===== src/sv/pgs_pkg.sv =====
// ----------------------------------------------------------------------------
// pgs_pkg
// Shared widths, codes, request structs and the byte address function of the
// packed genotype store.
// ----------------------------------------------------------------------------
package pgs_pkg;

    localparam int MAX_INDIVIDUALS = 256;
    localparam int MAX_SNPS        = 1024;
    localparam int STORE_DEPTH     = MAX_INDIVIDUALS * ((MAX_SNPS + 3) / 4);
    localparam int GS_AW           = $clog2(STORE_DEPTH);
    localparam int CT_AW           = $clog2(MAX_SNPS);

    localparam int IND_CNT_W = 9;
    localparam int CNT_W     = 11;
    localparam int ROW_W     = 8;
    localparam int SNP_W     = 10;
    localparam int GENO_W    = 2;
    localparam int TOTAL_W   = 10;
    localparam int ERR_W     = 2;
    localparam int CFG_AW    = 2;

    // Item kinds
    localparam logic [1:0] KIND_READ      = 2'd0;
    localparam logic [1:0] KIND_WRITE     = 2'd1;
    localparam logic [1:0] KIND_COUNT     = 2'd2;
    localparam logic [1:0] KIND_READ_CNT  = 2'd3;

    // Error codes
    localparam logic [ERR_W-1:0] ERR_OK  = 2'd0;
    localparam logic [ERR_W-1:0] ERR_IND = 2'd1;
    localparam logic [ERR_W-1:0] ERR_SNP = 2'd2;

    // Configuration register indexes
    localparam logic [CFG_AW-1:0] CFG_IND_CNT    = 2'd0;
    localparam logic [CFG_AW-1:0] CFG_STRIDE_CNT = 2'd1;
    localparam logic [CFG_AW-1:0] CFG_VALID_CNT  = 2'd2;

    typedef struct packed {
        logic             en;
        logic [GS_AW-1:0] addr;
    } t_geno_rd;

    typedef struct packed {
        logic               en;
        logic [CT_AW-1:0]   addr;
        logic [TOTAL_W-1:0] data;
    } t_tab_wr;

    // Byte address of a genotype: row * ceil(stride / 4) + snp / 4, wrapped
    // to the store depth.
    function automatic logic [GS_AW-1:0] geno_addr(
        input logic [IND_CNT_W-1:0] row,
        input logic [CNT_W-1:0]     stride,
        input logic [SNP_W-1:0]     snp
    );
        logic [CNT_W:0]                 stride_up;
        logic [CNT_W-2:0]               row_bytes;
        logic [IND_CNT_W+CNT_W-2:0]     prod;
        logic [IND_CNT_W+CNT_W-2:0]     sum;
        stride_up = {1'b0, stride} + (CNT_W+1)'(3);
        row_bytes = stride_up[CNT_W:2];
        prod      = (IND_CNT_W+CNT_W-1)'(row) * (IND_CNT_W+CNT_W-1)'(row_bytes);
        sum       = prod + (IND_CNT_W+CNT_W-1)'(snp[SNP_W-1:2]);
        return sum[GS_AW-1:0];
    endfunction

    // Allele count of one genotype code.
    function automatic logic [1:0] allele_of(input logic [GENO_W-1:0] g);
        return {1'b0, g[1]} + {1'b0, g[0]};
    endfunction

endpackage


===== src/sv/pgs_count.sv =====
// ----------------------------------------------------------------------------
// pgs_count
// Count pass sequencer: walks SNP by SNP over all rows, reads each byte from
// the genotype store and accumulates allele counts into the count table.
// ----------------------------------------------------------------------------
module pgs_count (
    input  logic                            i_clk,
    input  logic                            i_rst_n,
    input  logic                            i_start,
    input  logic [pgs_pkg::IND_CNT_W-1:0]   i_ind_cnt,
    input  logic [pgs_pkg::CNT_W-1:0]       i_stride_cnt,
    input  logic [pgs_pkg::CNT_W-1:0]       i_valid_cnt,
    input  logic [7:0]                      i_geno_rdata,
    output pgs_pkg::t_geno_rd               o_geno_rd,
    output pgs_pkg::t_tab_wr                o_tab_wr,
    output logic                            o_busy
);
    import pgs_pkg::*;

    logic                  r_run;
    logic [SNP_W-1:0]      r_snp;
    logic [IND_CNT_W-1:0]  r_row;
    logic                  r_p_valid;
    logic                  r_p_first;
    logic                  r_p_last;
    logic [SNP_W-1:0]      r_p_snp;
    logic [TOTAL_W-1:0]    r_acc;

    logic [CNT_W-1:0]      limit;
    logic [CNT_W-1:0]      limit_m1;
    logic [IND_CNT_W-1:0]  last_row;
    logic                  row_last;
    logic                  snp_last;
    logic [GENO_W-1:0]     g;
    logic [1:0]            contrib;
    logic [TOTAL_W-1:0]    acc_sum;

    assign limit    = (i_valid_cnt > CNT_W'(MAX_SNPS)) ? CNT_W'(MAX_SNPS) : i_valid_cnt;
    assign limit_m1 = limit - CNT_W'(1);
    // With no rows each SNP still takes one slot that contributes nothing.
    assign last_row = (i_ind_cnt == '0) ? '0 : i_ind_cnt - IND_CNT_W'(1);
    assign row_last = (r_row == last_row);
    assign snp_last = ({1'b0, r_snp} == limit_m1);

    always_ff @(posedge i_clk) begin
        if (!i_rst_n) begin
            r_run     <= 1'b0;
            r_p_valid <= 1'b0;
        end else begin
            r_p_valid <= r_run;
            if (i_start && !r_run) begin
                r_run <= (limit != '0);
            end else if (r_run && row_last && snp_last) begin
                r_run <= 1'b0;
            end
        end
    end

    always_ff @(posedge i_clk) begin
        if (i_start && !r_run) begin
            r_snp <= '0;
            r_row <= '0;
        end else if (r_run) begin
            if (row_last) begin
                r_row <= '0;
                r_snp <= r_snp + SNP_W'(1);
            end else begin
                r_row <= r_row + IND_CNT_W'(1);
            end
        end
        r_p_first <= (r_row == '0);
        r_p_last  <= row_last;
        r_p_snp   <= r_snp;
        if (r_p_valid) begin
            r_acc <= acc_sum;
        end
    end

    // The byte comes back from the registered store read; the tags are registered alongside it.
    assign g       = i_geno_rdata[{r_p_snp[1:0], 1'b0} +: GENO_W];
    assign contrib = (i_ind_cnt != '0) ? allele_of(g) : 2'd0;
    assign acc_sum = (r_p_first ? '0 : r_acc) + TOTAL_W'(contrib);

    assign o_geno_rd.en   = r_run;
    assign o_geno_rd.addr = geno_addr(r_row, i_stride_cnt, r_snp);
    assign o_tab_wr.en    = r_p_valid && r_p_last;
    assign o_tab_wr.addr  = r_p_snp[CT_AW-1:0];
    assign o_tab_wr.data  = acc_sum;
    assign o_busy         = r_run || r_p_valid;

endmodule


===== config.mk =====
export PLATFORM = sky130hd
export DESIGN_NAME = pgs_count
export DESIGN_NICKNAME = d
export VERILOG_FILES = /design/src/sv/pgs_pkg.sv /design/src/sv/pgs_count.sv
export SDC_FILE = /design/constraint.sdc
export NUM_CORES = 1
export LEC_CHECK = 0
export BUFFER_PORTS_ARGS = -buffer_cell sky130_fd_sc_hd__buf_2
export CAP_MARGIN = 25
export CORE_MARGIN = 4
export CORE_UTILIZATION = 35
export CTS_BUF_LIST = sky130_fd_sc_hd__clkbuf_4
export DETAILED_ROUTE_END_ITERATION = 10
export PLACE_DENSITY_LB_ADDON = 0.1
export SYNTH_ARGS = -nofsm -noshare
export SYNTH_HDL_FRONTEND = slang
export SYNTH_SLANG_ARGS = --single-unit
export TNS_END_PERCENT = 1

===== constraint.sdc =====
create_clock -name i_clk -period 9.07 [get_ports i_clk]
set_clock_uncertainty 0.2 [all_clocks]
set_input_delay 1.814 -clock i_clk [delete_from_list [all_inputs] [get_ports i_clk]]
set_output_delay 1.814 -clock i_clk [all_outputs]
set_load 0.05 [all_outputs]

## Yosys cells after proc, flatten, opt, wreduce, memory -nomap -nowiden

Cells that the tools add are included.

- $add $sub $neg: 8
- Multiply operators: 1
- Divide/modulo/power cells: 0
- Magnitude comparators: 1
- Eq/ne operators: 2
- Shift operators: 1
- Multiplexer cells: 7
- Bitwise logic cells: 0
- Reduce and logical (&&, ||, !) cells: 12

Operator list:

| operator | number |
|---|---|
| zero test 9 bit | 2 |
| 2-to-1 mux 9 bit | 2 |
| adder 16 x 8 -> 16 bit | 1 |
| multiplier 9 x 10 -> 16 bit | 1 |
| adder 11 x 2 -> 12 bit, second input constant | 1 |
| == test 10 x 11 -> 1 bit | 1 |
| greater-than comparator 11 bit, second input constant | 1 |
| 2-to-1 mux 11 bit | 1 |
| nonzero test 11 bit | 1 |
| subtractor 11 x 1 -> 11 bit, second input constant | 1 |
| adder 10 x 1 -> 10 bit, second input constant | 1 |
| adder 10 x 2 -> 10 bit | 1 |
| 2-to-1 mux 10 bit | 1 |
| adder 9 x 1 -> 9 bit, second input constant | 1 |
| == test 9 bit | 1 |
| nonzero test 9 bit | 1 |
| subtractor 9 x 1 -> 9 bit, second input constant | 1 |
| indexed part select 8 x 4 -> 2 bit | 1 |
| logical AND 1 bit | 4 |
| adder 1 x 1 -> 2 bit | 1 |
| 2-to-1 mux 1 bit | 2 |
| 2-to-1 mux 2 bit | 1 |
| AND reduction 2 bit | 1 |
| nonzero test 2 bit | 1 |
| 2 further kinds | 2 |

- Register bits after elaboration: 43
- Bits in latches: 0
- Memory bits (writable): 0
- ROM bits: 0
- Input bits: 42
- Memories kept: 0

## Logic depth before layout (Yosys ltp)

Gate-level depths: netlist (run 1).

- Depth after elaboration: 7
- Gate-level depth with buffers: 23
- Gate-level depth less buffers: 23

## Worst setup path after synthesis (run 1)

No wires, ideal clock.

- Path type: input to output
- Start: input i_stride_cnt[4] (netlist bit)
- End: output o_geno_rd[15] (netlist bit)
- Arrival: 7.438 ns
- Slack: -0.382 ns
- Stages: 23
- Cells stage by stage: clkbuf_1 > nand4_1 > or3_1 > xnor2_1 > nand2_1 > fa_1 > inv_1 > fa_1 > inv_1 > fa_1 > inv_1 > fa_1 > inv_1 > fa_1 > inv_1 > ha_1 > nor2_1 > nor2_1 > o211ai_1 > a31oi_1 > a21o_1 > a21oi_1 > xnor2_1

RTL lines:

| element | line | text |
|---|---|---|
| start, declared | pgs_count.sv:11 | `input logic [pgs_pkg::CNT_W-1:0] i_stride_cnt,` |
| end, declared | pgs_count.sv:14 | `output pgs_pkg::t_geno_rd o_geno_rd,` |

==> results.ini, run 1 <==
[detailed_routing]
wirelength_um=14500
vias_per_cell=5.02
wl_per_cell_um=14.8
first_pass_iters=4
dr_total_vias=4946
drt-initial-drc-count=201
drc=0
antenna_left=0

[setup_path]
r2r-end=r_acc[6]
crit_fanout=3
cp.required_ps=7060
endpoint=o_geno_rd[15]
arrival_ps=7010
start_kind=input pin
cp_cell_sequence=buf_6, o211ai_1, or3_4, xnor2_2, nand2_1, fa_1, inv_1, fa_1, inv_1, fa_1, inv_2, fa_1, inv_1, fa_1, inv_1, ha_2, or3_4, o211ai_1, a31oi_2, a21o_1, a21oi_2, xnor2_2, buf_6
crit_start=i_stride_cnt[0]
cp.buffers_inverters=7
critPathTopFamily=adder cells
r2r_cells=10
r2r-start=r_p_snp[0]
critPathCaptureType=primary output
cp_num_cells=23
cpPeakStageDelay_ps=540
r2r_setup_slack_ps=6120
critPathMostFrequentCell=fa_1
cp_slowest_cell=fa_1
crit_type=input pin to primary output

[synth]
ys.flop_type=dfxtp_1
ys_seq_elements=43
async_flop_share=0
synthMuxAreaShare=0.0165
seq_area_frac_synth=0.167
synth.distinct_cells=66
syn_area_per_cell_sq_um=9.00
synthXorXnorAreaFrac=0.101
synth_top_family_by_area=adder cells
yosysWarnings=0
synthAdderAreaFrac=0.320
synth_edf_count=10
synth_area_sq_um=5750
synth_nets=792
synth_compound_area_frac=0.107
yosys.area_share.simple=0.218
synthCells=639

[finish]
areaGrowthSynthToFinish_pct=23.5
fin_cells=985
drive_above_1_share=0.260
nets=920

[place]
hpwl_um=11700
gp_congestion=0.839
port_buffers=80
placed_cells=969

[sta]
worst_pin_slew_ps=806
finalHoldViolations=0
period_share=0.994
setup_viol=0
fmax_mhz=111
setup_tns_ps=0
rsz0062_at_grt=true
min_period_ps=9020
slew_viol_final=0
slew_headroom=0.458

[grt]
top_usage_layer=met2
use_met2=0.271
grt_max_degree=18
grt_overflow_total=0
use_met3=0.0215
grt_pass1_vias=5048
grt_usage=0.160
grtUsageMet1=0.215
grt_first_pass_wirelength_um=24200
antenna_found_initial=1

[pwr]
max-vdd-ir-drop_uv=61.8
leakage_nw=3.40
powerDensity_nw_per_um2=95.7

[die]
start_util=0.359
die_y_um=136
num_rows=46
die_area_sq_um=18500
num_io_pins=81
die_w_um=136
core_area_sq_um=16000

[clocking]
h-tree-depth=2
clock_latency_ps=360
clk_path_buf_depth=2
clk_pin_slew_ps=140
cts-root-buf=clkbuf_4
cts_made_buffers=5
cts_tree=built
cts_sinks=43

[status]
status=finished clean

[run]
max-cap-violations=0

[hold_path]
hp-class=flip-flop to flip-flop

==> per-layer routing <==
| metal | part of all wire | wire (um) | up-vias |
|---|---|---|---|
| li1 | - | - | 2422 |
| met1 | 0.46 | 6620 | 2402 |
| met2 | 0.49 | 7070 | 103 |
| met3 | 0.044 | 638 | 19 |
| met4 | 0.014 | 207 | 0 |
| met5 | 0 | 0 | - |
==> how the worst min path moves through the flow <==
stage	to	start	cells past startpoint	slack, ps
detailed placement	r_p_snp[7]	r_snp[7]	0	190
global route	r_p_snp[7]	r_snp[7]	0	220
floorplan	r_p_snp[9]	r_snp[9]	0	170
finish	r_p_snp[7]	r_snp[7]	0	210
global placement	r_p_snp[7]	r_snp[7]	0	190
CTS	r_p_snp[7]	r_snp[7]	0	210
==> worst reg2reg max path, stage by stage (launching register included) <==
cell and delay (ps):
dfxtp_1 420, mux4_2 540, ha_1 290, and2_1 110
ha_1 160, inv_1 50, fa_1 410, nor2_1 230
nand3_1 120, xor2_1 140, nor2_1 60
==> metrics by stage <==
stage	cell area (sq um)	total power, W	hold WS, ps	util	worst slack (ps)
after floorplan	5760	0.000445	173	-	-219
final	7100	0.000680	208	0.444	50.6
after global routing	7100	0.000728	223	0.444	-157
after detailed placement	6700	0.000543	191	0.419	-363
after global placement	6700	0.000540	189	0.419	-318
after CTS	6910	0.000677	208	0.432	-19.0
==> layout by cell type (no fill, tap or decap), drive strengths merged, types with 5 or more instances in the layout <==
cell,Yosys,routed
a21oi,19,19
dfxtp,33,33
nand2,61,61
nand4,13,13
and3,5,5
inv,67,67
nor3,19,19
and2,39,39
edfxtp,10,10
xor2,25,25
or4,5,5
nor4,8,8
fa,60,60
ha,51,51
a21o,8,8
mux2i,5,5
a31oi,6,6
nor2,43,43
o21ai,8,8
nor2b,10,10
clkbuf,17,8
xnor2,41,41
nand3,13,13
buf,3,140
==> cell type report <==
| cell class | count | area [sq um] |
|---|---|---|
| fillers | 1645 | 8900 |
| multi-input cells | 506 | 4610 |
| flip-flops and latches | 43 | 961 |
| repair buffers | 142 | 912 |
| well taps | 216 | 270 |
| inverters | 69 | 259 |
| clock buffers | 6 | 45.0 |
| clock inverters | 2 | 37.5 |
| diodes | 1 | 2.50 |
==> cells in the mapped netlist, drive strengths merged (5+ instances only) <==
cell type  count  area share
mux2i          5      0.0087
nand2         61       0.040
xor2          25       0.038
a21o           8       0.011
nor3          19       0.018
a21oi         19       0.017
nor2b         10       0.011
inv           67       0.044
a31oi          6      0.0065
nor4           8       0.011
xnor2         41       0.062
nor2          43       0.028
nand3         13       0.011
edfxtp        10       0.052
ha            51        0.11
and2          39       0.042
fa            60        0.21
o21ai          8      0.0076
nand4         13       0.017
or4            5      0.0065
and3           5      0.0054
dfxtp         33        0.11
clkbuf        17       0.015
==> sequential cells by signal (all words and copies together), names as in the netlist <==
| signal | flops |
|---|---|
| r_acc | 10 |
| r_p_valid | 1 |
| r_p_last | 1 |
| r_snp | 10 |
| r_run | 1 |
| r_p_snp | 10 |
| r_row | 9 |
| r_p_first | 1 |
==> report_power, final <==
part / switching, W / leakage (nW) / internal [W]
Sequential: 0.0000137 / 0.361 / 0.000205
Combinational: 0.000212 / 2.99 / 0.000122
Clock: 0.0000660 / 0.0419 / 0.0000612
==> logic make-up (layout without fill, tap and decap cells) <==
family,Yosys count,count (layout)
adder cells (fa/ha/maj),111,111
flip-flops,43,43
XOR/XNOR,66,66
AND/OR/NAND/NOR,238,238
other,0,1
multiplexers,7,7
buffers and inverters,90,219
AO/OA/AOI/OAI,84,84
==> repair_timing <==
item                                    in CTS  in global routing
gates resized for setup                     21                 25
hold buffers                                 0                  0
pin swaps                                   18                 29
endpoints found under the setup margin       3                  7
setup buffers                                5                  2
No activity file was read; power rests on OpenSTA's default activity.
==> inputs of run 2 (changes only) <==
ABC_AREA = 1   (was default)
CAP_MARGIN = default   (was 25)
CORE_UTILIZATION = 50   (was 35)
==> results.ini, run 2 <==
[status]
status=finished with violations
failed_checks=setup timing

[sta]
finalHoldViolations=0
rsz0062_at_grt=true
slew_headroom=0.528
min_period_ps=9100
fmax_mhz=110
period_share=1.00
slew_viol_final=0
setup_viol=1
fin_ws_ps=-26.7
worst_pin_slew_ps=701

[setup_path]
cp_slowest_cell=fa_1
crit_fanout=4
crit_type=input pin to primary output
arrival_ps=7080
cp.required_ps=7060
cpPeakStageDelay_ps=520
critPathCaptureType=primary output
critPathMostFrequentCell=inv_2
start_kind=input pin

[hold_path]
hp-class=flip-flop to flip-flop

[die]
start_util=0.514
num_rows=38
die_area_sq_um=13000
die_y_um=114
core_area_sq_um=10900
num_io_pins=81
die_w_um=114

[finish]
nets=1019
areaGrowthSynthToFinish_pct=19.3
drive_above_1_share=0.212
fillCellCount=1035
layout_common_cells=nand2_1, inv_1, nor2_1, buf_2, fa_1
postLayoutCoreUtil=0.614
reg_top3=r_acc (10), r_p_snp (10), r_snp (10)
final_common_cell=nand2_1
diodes=0

[place]
pre_cts_slack_ps=-265
hpwl_um=11200
port_buffers=80
gp_congestion=0.880

[synth]
seq_area_frac_synth=0.171
synth_nets=905
yosys-top-cells-count=nand2_1, inv_1, nor2_1
yosysWarnings=0
yosysTopAreaCell=fa_1
yosysTopAreaCellShare=0.214
synth.distinct_cells=43
ys.flop_type=dfxtp_1
yosysMostFrequentCell=nand2_1
synth_area_leaders=fa_1, dfxtp_1, ha_1, nand2_1, inv_1
syn_area_per_cell_sq_um=7.48
synthCells=752
async_flop_share=0
ys_seq_elements=43
synth_edf_count=10
synth_area_sq_um=5620

[pwr]
max-vdd-ir-drop_uv=96.7
power.total_w=0.000607
powerDensity_nw_per_um2=90.5
leakage_nw=3.71

[clocking]
cts_tree=built
clk_pin_slew_ps=130
cts_made_buffers=5
hold_buffers=0
clk_path_buf_depth=2
cts-root-buf=clkbuf_4
h-tree-depth=2
cts_sinks=43
clock_latency_ps=350

[detailed_routing]
wirelength_um=13700
dr_total_vias=5200
first_pass_iters=5
vias_per_cell=5.16
drt-initial-drc-count=343
antenna_left=0
wl_per_cell_um=13.6
drc=0

[grt]
grt_max_degree=18
grt_first_pass_wirelength_um=22500
antenna_found_initial=0
grt_usage=0.207
grt_pass1_vias=5141
grt_overflow_total=0

[run]
max-cap-violations=0

[run 2: cell count changes after synthesis, moves of 8 or more]
cell,delta
nor2_1,+60
inv_1,+61
o21ai_0,+8
nor2b_1,-10
nand2_1,+97
xnor2_1,-31
nand3_1,+22
clkbuf_1,-8
and2_1,-39
[run 2: worst max-delay path, delay by kind of cell]
kind	cells	cell delay [ps]
compound gates	3	430
xor+xnor	1	140
fa+ha+maj	6	2820
buf+inv	11	860
simple gates	10	990
[run 2: cell families after synthesis]
logic type	count (synthesis)	synth area share
xor gates and xnor gates	40	0.0623
and+or+nand+nor	352	0.275
adders and majority gates	111	0.327
AOI/OAI and AO/OA	63	0.0650
buffers and inverters	143	0.0995
DFF	43	0.171
[run 2: where the power goes]
part | total, W | switching, W | leakage [nW] | internal [W]
clock network | 0.000119 | 0.0000621 | 0.0426 | 0.0000568
logic | 0.000273 | 0.000181 | 3.30 | 0.0000918
registers | 0.000215 | 0.0000112 | 0.361 | 0.000204
[run 2: final cells by class]
class,instances,area (sq um),share of cell area
Timing Repair Buffer,120,747,0.111
Tap cell,140,175,0.0261
Multi-Input combinational cell,566,4260,0.635
Inverter,130,490,0.0731
Sequential cell,43,961,0.143
Clock inverter,3,38.8,0.00578
Clock buffer,5,37.5,0.00559
[run 2: stage by stage]
stage / cells / hold WS, ps / TNS [ps] / area [sq um]
after global routing: 1007 / 225 / -576 / 6710
after floorplan: 752 / 163 / -396 / 5650
after global placement: 993 / 195 / -242 / 6400
final: 1007 / 207 / -26.7 / 6710
after CTS: 1005 / 208 / 0 / 6560
after detailed placement: 993 / 190 / -615 / 6400
[run 2: repair_timing]
item / CTS / global route
resized for setup: 15 / 45
setup buffers: 4 / 2
endpoints found under the setup margin: 5 / 6
hold endpoints to repair: 0 / 0
pin swaps: 14 / 19
[run 2: metal layers]
metal	GRT usage	wire length [um]	part of all wire
met3	0.0233	605	0.044
met1	0.261	5730	0.42
met2	0.382	7200	0.52
met5	0	0	0
met4	0.0443	180	0.013
[run 2: final timing paths]
kind                                       to            start  slack, ps  depth (start not counted)
worst max-delay path            o_geno_rd[14]  i_stride_cnt[0]        -30                         31
worst min register to register     r_p_snp[1]         r_snp[1]        210                          0
worst min-delay path               r_p_snp[1]         r_snp[1]        210                          0
worst max register to register       r_acc[8]       r_p_snp[0]       5830                         12
==> inputs of run 3 (changes only) <==
CORE_UTILIZATION = 40   (was 50)
SETUP_SLACK_MARGIN = 0.5   (was default)
clock period = 10.8 ns   (was 9.07 ns; I/O delays follow)
==> results.ini, run 3 (synthesized netlist as in run 2, its figures left out) <==
[status]
status=finished clean

[sta]
worst_pin_slew_ps=681
setup_tns_ps=0
rsz0062_at_grt=true
min_period_ps=10000
setup_viol=0
slew_headroom=0.542
finalHoldViolations=0
period_share=0.926
fmax_mhz=100
whs_ps=198
slew_viol_final=0

[place]
gp_congestion=0.857
port_buffers=80
hpwl_um=11100

[setup_path]
cp.buffers_inverters=9
cp.required_ps=8440
critPathCaptureType=primary output
cpPeakStageDelay_ps=570
arrival_ps=7640
critPathTopFamily=adder cells
crit_type=input pin to primary output
cp_slowest_cell=fa_1
crit_fanout=5
r2r_cells=12
r2r-start=r_p_snp[0]
start_kind=input pin
r2r_setup_slack_ps=7510
r2r-end=r_acc[8]

[detailed_routing]
drc=0
wl_per_cell_um=13.1
drt-initial-drc-count=253
dr_total_vias=5031
first_pass_iters=7
vias_per_cell=4.96
antenna_left=0
wirelength_um=13300

[grt]
grt_usage=0.168
grt_first_pass_wirelength_um=22600
antenna_found_initial=1
grt_pass1_vias=4947
grt_overflow_total=0
grt_max_degree=18

[pwr]
leakage_nw=3.53
powerDensity_nw_per_um2=77.8
max-vdd-ir-drop_uv=40.6

[clocking]
cts_made_buffers=5
h-tree-depth=2
clk_pin_slew_ps=130
cts_tree=built
cts-root-buf=clkbuf_4
clock_latency_ps=360
clk_path_buf_depth=2
cts_sinks=43
hold_buffers=0

[hold_path]
hp-class=flip-flop to flip-flop
whs_path_depth=0
holdPathEnd=r_p_snp[9]
hold_start=r_snp[9]

[finish]
final_common_cell=nand2_1
reg_top3=r_acc (10), r_p_snp (10), r_snp (10)
drive_above_1_share=0.162
layout_common_cells=nand2_1, inv_1, nor2_1, buf_2, fa_1
area.sequential_sq_um=961
nets=986
multi_input_area_sq_um=4190
fillCellCount=1439
areaGrowthSynthToFinish_pct=14.0

[die]
start_util=0.407
die_w_um=127
die_area_sq_um=16000
num_rows=43
core_area_sq_um=13800
num_io_pins=81
die_y_um=127

[run]
max-cap-violations=0

-- run 3: cell types whose count changed in the layout (fill, tap and decap cells not counted), sizes merged --
| cell | before | now |
|---|---|---|
| buf | 120 | 86 |
| clkinv | 4 | 2 |
| diode | 0 | 1 |
| clkbuf | 5 | 8 |
-- run 3: area by class of cell --
class                      instances  share of cell area
antenna                            1            0.000391
clock buffer                       7             0.00820
clock inverter                     1             0.00469
inverter                         130              0.0765
multi-input combinational        566               0.654
sequential                        43               0.150
tap                              180              0.0351
timing repair buffer              87              0.0715
-- run 3: timing repair --
action	in CTS	in global routing
endpoints found under the setup margin	1	5
setup buffers	0	7
gates resized for setup	2	31
pin swaps	0	15
-- run 3: through the flow --
step / worst slack [ps] / utilization / cells / total power (W) / area (sq um)
after floorplan: 678 / - / 752 / 0.000339 / 5620
after global placement: 592 / 0.447 / 999 / 0.000388 / 6180
after detailed placement: 452 / 0.447 / 999 / 0.000390 / 6180
after CTS: 528 / 0.453 / 1007 / 0.000501 / 6260
after global routing: 449 / 0.463 / 1015 / 0.000534 / 6410
final: 797 / 0.463 / 1015 / 0.000499 / 6410
-- run 3: worst max-delay path by stage --
stage               slack [ps]       startpoint  cells past startpoint            end
floorplan                  680  i_stride_cnt[2]                     27  o_geno_rd[14]
global placement           590  i_stride_cnt[2]                     29  o_geno_rd[14]
detailed placement         450  i_stride_cnt[2]                     29  o_geno_rd[14]
CTS                        530  i_stride_cnt[2]                     29  o_geno_rd[14]
global route               450  i_stride_cnt[0]                     30  o_geno_rd[14]
finish                     800  i_stride_cnt[0]                     30  o_geno_rd[14]
-- run 3: per-layer routing --
layer / part of all wire / track usage
met5: 0 / 0
met4: 0.017 / 0.0511
met3: 0.041 / 0.0177
met2: 0.50 / 0.288
met1: 0.44 / 0.223
-- run 3: report_power, final --
part / total [W] / switching (W) / internal, W / leakage [nW]
sequential: 0.000181 / 0.00000898 / 0.000172 / 0.361
clock: 0.000109 / 0.0000544 / 0.0000542 / 0.0463
combinational: 0.000210 / 0.000146 / 0.0000634 / 3.12
